`config.mk`:
```
export PLATFORM = sky130hd
export DESIGN_NAME = ljx_isqrt_pipe
export DESIGN_NICKNAME = d
export VERILOG_FILES = /design/src/ljx_pkg.sv /design/src/ljx_isqrt_pipe.sv
export SDC_FILE = /design/constraint.sdc
export NUM_CORES = 2
export LEC_CHECK = 0
export BUFFER_PORTS_ARGS = -buffer_cell sky130_fd_sc_hd__buf_2
export CORE_MARGIN = 4
export CORE_UTILIZATION = 50
export DETAILED_ROUTE_END_ITERATION = 16
export HOLD_SLACK_MARGIN = 0.06
export PLACE_DENSITY_LB_ADDON = 0.1
export SYNTH_ARGS = -nofsm -noshare
export SYNTH_HDL_FRONTEND = slang
export SYNTH_SLANG_ARGS = --single-unit
```
`constraint.sdc`:
```
create_clock -name clk -period 50.6 [get_ports clk]
set_input_delay 2.53 -clock clk [delete_from_list [all_inputs] [get_ports clk]]
set_output_delay 2.53 -clock clk [all_outputs]
set_load 0.005 [all_outputs]
```
`src/ljx_pkg.sv`:
```
package ljx_pkg;

	// Port field widths
	localparam int TYPE_W   = 8;
	localparam int RADIUS_W = 16;
	localparam int WELL_W   = 16;
	localparam int RSTAR_W  = 21;
	localparam int COEF_A_W = 63;
	localparam int COEF_C_W = 48;

	// Internal datapath widths, each sized to the largest value the inputs can produce
	localparam int WPROD_W    = 2 * WELL_W;        // well_a * well_b
	localparam int SQRT_RAD_W = WPROD_W + 16;      // product scaled by 2^16
	localparam int ROOT_W     = SQRT_RAD_W / 2;    // mean well, 2^-20 kJ/mol
	localparam int R2_W       = 41;                // rstar^2 < 2^41
	localparam int R3_W       = 61;                // rstar^3 < 2^61
	localparam int R6_W       = 58;                // R^6 in 2^-32 units < 2^58
	localparam int EPS_W      = 22;                // eps in 2^-20 kcal/mol
	localparam int T_W        = 48;                // eps*R^6 in 2^-20 units
	localparam int A_W        = 62;                // A never reaches 2^62

	// kJ -> kcal: round(g * 125 / 523) = floor((g*250 + 523) / 1046)
	localparam int EPS_SCALE   = 250;
	localparam int EPS_BIAS    = 523;
	localparam int EPS_DIV     = 1046;
	localparam int RECIP_SHIFT = 42;
	localparam logic [31:0] RECIP_M = 32'((64'd1 << RECIP_SHIFT) / EPS_DIV);

	localparam logic [RSTAR_W-1:0] RSTAR_MAX = RSTAR_W'(1310700);

	// Fields that ride alongside the square root
	typedef struct packed {
		logic [TYPE_W-1:0]  type_a;
		logic [TYPE_W-1:0]  type_b;
		logic [RSTAR_W-1:0] rstar;
		logic [R6_W-1:0]    r6;
	} side_t;

endpackage

```
`src/ljx_isqrt_pipe.sv`:
```
// Pipelined integer square root, two root bits per stage.
// RAD_W must be a multiple of four.
module ljx_isqrt_pipe #(
	parameter int RAD_W = ljx_pkg::SQRT_RAD_W
) (
	input  logic                 clk,
	input  logic                 arst_n,
	input  logic                 in_valid,
	output logic                 in_ready,
	input  logic [RAD_W-1:0]     in_rad,
	input  ljx_pkg::side_t       in_side,
	output logic                 out_valid,
	input  logic                 out_ready,
	output logic [RAD_W/2-1:0]   out_root,
	output ljx_pkg::side_t       out_side
);
	import ljx_pkg::*;

	localparam int ROOT_BITS    = RAD_W / 2;
	localparam int BITS_PER_STG = 2;
	localparam int NSTG         = ROOT_BITS / BITS_PER_STG;
	localparam int REM_W        = ROOT_BITS + 2;

	typedef struct packed {
		logic [RAD_W-1:0]     rad;
		logic [REM_W-1:0]     rem;
		logic [ROOT_BITS-1:0] root;
	} sq_t;

	// One restoring step: bring down two radicand bits, try root*4+1.
	function automatic sq_t sq_step(sq_t cur);
		sq_t              nxt;
		logic [REM_W-1:0] rem_n;
		logic [REM_W-1:0] trial;
		rem_n   = {cur.rem[REM_W-3:0], cur.rad[RAD_W-1 -: 2]};
		trial   = {cur.root, 2'b01};
		nxt.rad = {cur.rad[RAD_W-3:0], 2'b00};
		if (rem_n >= trial) begin
			nxt.rem  = rem_n - trial;
			nxt.root = {cur.root[ROOT_BITS-2:0], 1'b1};
		end else begin
			nxt.rem  = rem_n;
			nxt.root = {cur.root[ROOT_BITS-2:0], 1'b0};
		end
		return nxt;
	endfunction

	sq_t             st_s   [NSTG];
	side_t           side_s [NSTG];
	logic [NSTG-1:0] vld_s;
	sq_t             src    [NSTG];
	side_t           side_src [NSTG];
	logic [NSTG-1:0] vld_src;
	logic [NSTG:0]   en;

	always_comb begin
		src[0]      = '{rad: in_rad, rem: '0, root: '0};
		side_src[0] = in_side;
		for (int k = 1; k < NSTG; k++) begin
			src[k]      = st_s[k-1];
			side_src[k] = side_s[k-1];
		end
	end

	assign vld_src  = {vld_s[NSTG-2:0], in_valid};
	assign en[NSTG] = out_ready;

	always_ff @(posedge clk or negedge arst_n) begin
		if (!arst_n) begin
			vld_s <= '0;
		end else begin
			for (int k = 0; k < NSTG; k++) begin
				if (en[k]) begin
					vld_s[k] <= vld_src[k];
				end
			end
		end
	end

	for (genvar k = 0; k < NSTG; k++) begin : g_stg
		// advance a stage when it is empty or its successor moves
		assign en[k] = ~vld_s[k] | en[k+1];

		always_ff @(posedge clk) begin
			if (en[k]) begin
				st_s[k]   <= sq_step(sq_step(src[k]));
				side_s[k] <= side_src[k];
			end
		end
	end

	assign in_ready  = en[0];
	assign out_valid = vld_s[NSTG-1];
	assign out_root  = st_s[NSTG-1].root;
	assign out_side  = side_s[NSTG-1];

endmodule

```
==> metrics.yaml <==
die:
  rows: 144
  io_pins: 268
  die_h_um: 403.6
  core-area_sq_um: 154800
  initial_core_util_pct: 50.55
  die_x_um: 403.6
  die_area_sq_um: 162900
synthesis:
  synth_seq_cells: 1822
  synthFlopType: "edfxtp_1"
  synth_area_sq_um: 78230
  yosysWarnings: 0
  synth-seq-area-share_pct: 69.86
  async_flop_share_pct: 0.6586
  yosys.cell_types.count: 90
  synthCells: 5428
  synth-edff-count: 1810
  postSynthAreaPerCell_sq_um: 14.41
sta:
  hold_viol: 0
  fin_crit_ns: 8.572
  tightestPinTransition_ns: 1.154
  relSlewSlack_pct: 22.57
  clock-skew-final_ns: 0.07716
  period_share_pct: 16.94
  setup_ws_ns: 42.03
  setup_violations: 0
  drv_slew: 0
  rsz0062_at_grt: "false"
  fmax_mhz: 116.7
  tns_ns: 0
drt:
  wl_per_cell_um: 20.51
  vias: 43497
  viasPerCell: 5.489
  dr_wl_met2_mm: 75.89
  dr.pass1.iters: 6
  dr.max_layer_used: "met4"
  drtIter0Drc: 3222
  drc: 0
  postRouteAntennaNets: 0
  wl_met1_mm: 74.04
  routed_wirelength_mm: 162.5
  wl_met3_mm: 8.293
power_and_ir_drop:
  ir_drop_mv: 0.04306
  p_sw_share_pct: 29.75
  p_sw_w: 0.001377
  clock_power_share_pct: 28.3
  cellPowerDensity_nw_per_um2: 52.92
  p_leak_nw: 34.05
  power.internal_w: 0.003251
  p_comb_share_pct: 23.3
  share_seq_of_total_power_pct: 48.4
worst_setup_path:
  cp_cell_sequence: "buf_2 > nor2b_1 > and2_1 > and3_1 > nand4_1 > nor2_1 > nand3_4 > inv_1 > nand3_4 > buf_2"
  crit_path_top_delay_cell: "nand3_4"
  worst_ep_arrival_time_ns: 6.04
  cp-end-kind: "primary output"
  critPathLaunchType: "input pin"
  critPathRequiredTime_ns: 48.07
  worstSetupPathType: "in -> out"
  critPathMaxFanout: 44
  critPathTopFamily: "simple AND/OR/NAND/NOR gates"
  crit_buf_inv: 3
  cp_slowest_stage_delay_ns: 0.61
clock_network:
  cts_buffers: 181
  cts.sink_count: 1822
  clk_latency_ns: 0.82
  cts_tree: "yes"
  cts-resized-gates: 0
  cts_hold_buffers: 0
  htreeDepth: 4
  cts.path.max_buffers: 3
  clockRootBuffer: "clkbuf_16"
  clk_pin_slew_ns: 0.06
  cts_setup_buffers: 0
cells_and_area:
  final_cell_area_sq_um: 87450
  instances_no_fill: 7924
  drive_gt1_share_pct: 12.04
  n_fill_cell: 12340
  layout.nets: 6197
  fin_util_pct: 56.50
  area_growth_pct: 11.78
grt:
  grt_max_degree: 110
  grt_pass1_wl_mm: 249.7
  antenna_found_initial: 21
  grt.overflow.total: 0
  grt_pass1_vias: 42379
  grt_use_total_pct: 19.87
place:
  dp_hpwl_mm: 117.4
  preCtsSetupSlack_ns: 41.93
  gpl.final_weighted_congestion: 0.9022
  place_inst: 7590
  io_buffers: 267
  placed_area_sq_um: 81440
worst_hold_path:
  min_path_type: "reg -> reg"
job:
  drv_cap: 0
outcome:
  status: "complete, no violations"
cell usage in the layout, fill, tap and decap left out, types with 19 or more instances in the layout:
cell type  count
a211oi_1      26
a21boi_0      19
a21o_1       123
a21oi_1      349
a31oi_1       27
and2_1        32
and3_1        38
buf_2        267
buf_4         32
clkbuf_1      39
clkbuf_16    181
clkinv_1      30
clkinv_2      37
edfxtp_1    1810
ha_1         321
inv_1        273
mux2_2        63
nand2_1      304
nand2b_1      63
nand3_1       87
nand4_1       69
nor2_1       308
nor2b_1       42
nor3_1       120
nor4_1        54
o211ai_1      23
o21a_1        40
o21ai_0      221
o21bai_1      33
o31ai_1       39
or2_2         33
or3_1         39
or4_1         23
xnor2_1      252
xor2_1       119
state kept, by name, indices dropped and copies added (netlist names):
| signal | count |
|---|---|
| vld_s | 12 |
| st_s | 670 |
| side_s | 1140 |
path summary, 6_finish.rpt:
path / slack (ns) / from / cells after the start / end
worst max register to register: 43.59 / st_s[2][100] / 22 / st_s[2][221]
worst min-delay path: 0.36 / side_s[1][45] / 0 / side_s[1][140]
worst max-delay path: 42.03 / out_ready / 10 / in_ready
worst min register to register: 0.36 / side_s[1][45] / 0 / side_s[1][140]
max in group asynchronous: 48.77 / arst_n / 1 / vld_s[1]
min in group asynchronous: 1.59 / arst_n / 1 / vld_s[0]
power by group through the flow:
stage,clock network [W],registers (W),logic (W)
detailed placement,0,0.00227,0.00107
finish,0.00131,0.00224,0.00108
floorplan,0,0.00221,0.000832
global route,0.00142,0.00227,0.00120
global placement,0,0.00226,0.00106
CTS,0.00135,0.00224,0.00108
cells in the mapped netlist (23+ instances only):
| library cell | instances | area share [%] |
|---|---|---|
| o211ai_1 | 23 | 0.22 |
| clkbuf_1 | 68 | 0.33 |
| o21ai_0 | 221 | 1.4 |
| inv_1 | 277 | 1.3 |
| nand2b_1 | 63 | 0.50 |
| nand2_1 | 308 | 1.5 |
| nor2_1 | 308 | 1.5 |
| nand3_1 | 90 | 0.58 |
| nor4_1 | 54 | 0.43 |
| a21o_1 | 123 | 1.2 |
| nor2b_1 | 42 | 0.34 |
| nand4_1 | 69 | 0.55 |
| o21a_1 | 40 | 0.38 |
| nor3_1 | 121 | 0.77 |
| o31ai_1 | 39 | 0.37 |
| o21bai_1 | 33 | 0.32 |
| mux2_2 | 63 | 0.91 |
| or4_1 | 23 | 0.22 |
| edfxtp_1 | 1810 | 69 |
| ha_1 | 321 | 5.1 |
| buf_4 | 96 | 0.92 |
| a21oi_1 | 349 | 2.2 |
| or3_1 | 39 | 0.31 |
| and3_1 | 38 | 0.30 |
| or2_2 | 33 | 0.26 |
| xor2_1 | 119 | 1.3 |
| a211oi_1 | 26 | 0.25 |
| and2_1 | 32 | 0.26 |
| xnor2_1 | 252 | 2.8 |
| a31oi_1 | 28 | 0.22 |
metrics by stage:
step                      total power [W]  hold WS, ns
after CTS                        0.004673       0.3577
after detailed placement         0.003344       0.4045
after global routing             0.004898       0.3589
after floorplan                  0.003041       0.4003
after global placement           0.003326       0.4001
final                            0.004628       0.3571
routing by layer:
layer | GRT usage (%) | vias up
met1 | 28.03 | 21105
met3 | 3.401 | 246
met4 | 5.727 | 0
met5 | 0 | -
li1 | - | 21133
met2 | 32.00 | 1013
final cells by class:
class                      count  area, sq um  share of cell area, %
antenna                        1        2.502               0.002862
clock buffer                 222         4703                  5.378
clock inverter               111         1301                  1.488
inverter                     284         1089                  1.245
multi-input combinational   3140        21550                  24.64
sequential                  1822        54650                  62.50
tap                         2044         2557                  2.925
timing repair buffer         300         1597                  1.826
logic make-up (layout without fill, tap and decap cells):
group                      after synthesis  in the layout  synth area share [%]
xor gates and xnor gates               371            371                 4.154
adders and majority gates              321            321                 5.134
buffers and inverters                  467            917                 2.724
muxes                                   79             79                 1.112
DFF                                   1822           1822                 69.86
AOI/OAI and AO/OA                     1070           1070                 8.678
other                                    1              3              0.004793
and+or+nand+nor                       1297           1297                 8.334
(Power assumes the default switching activity.)
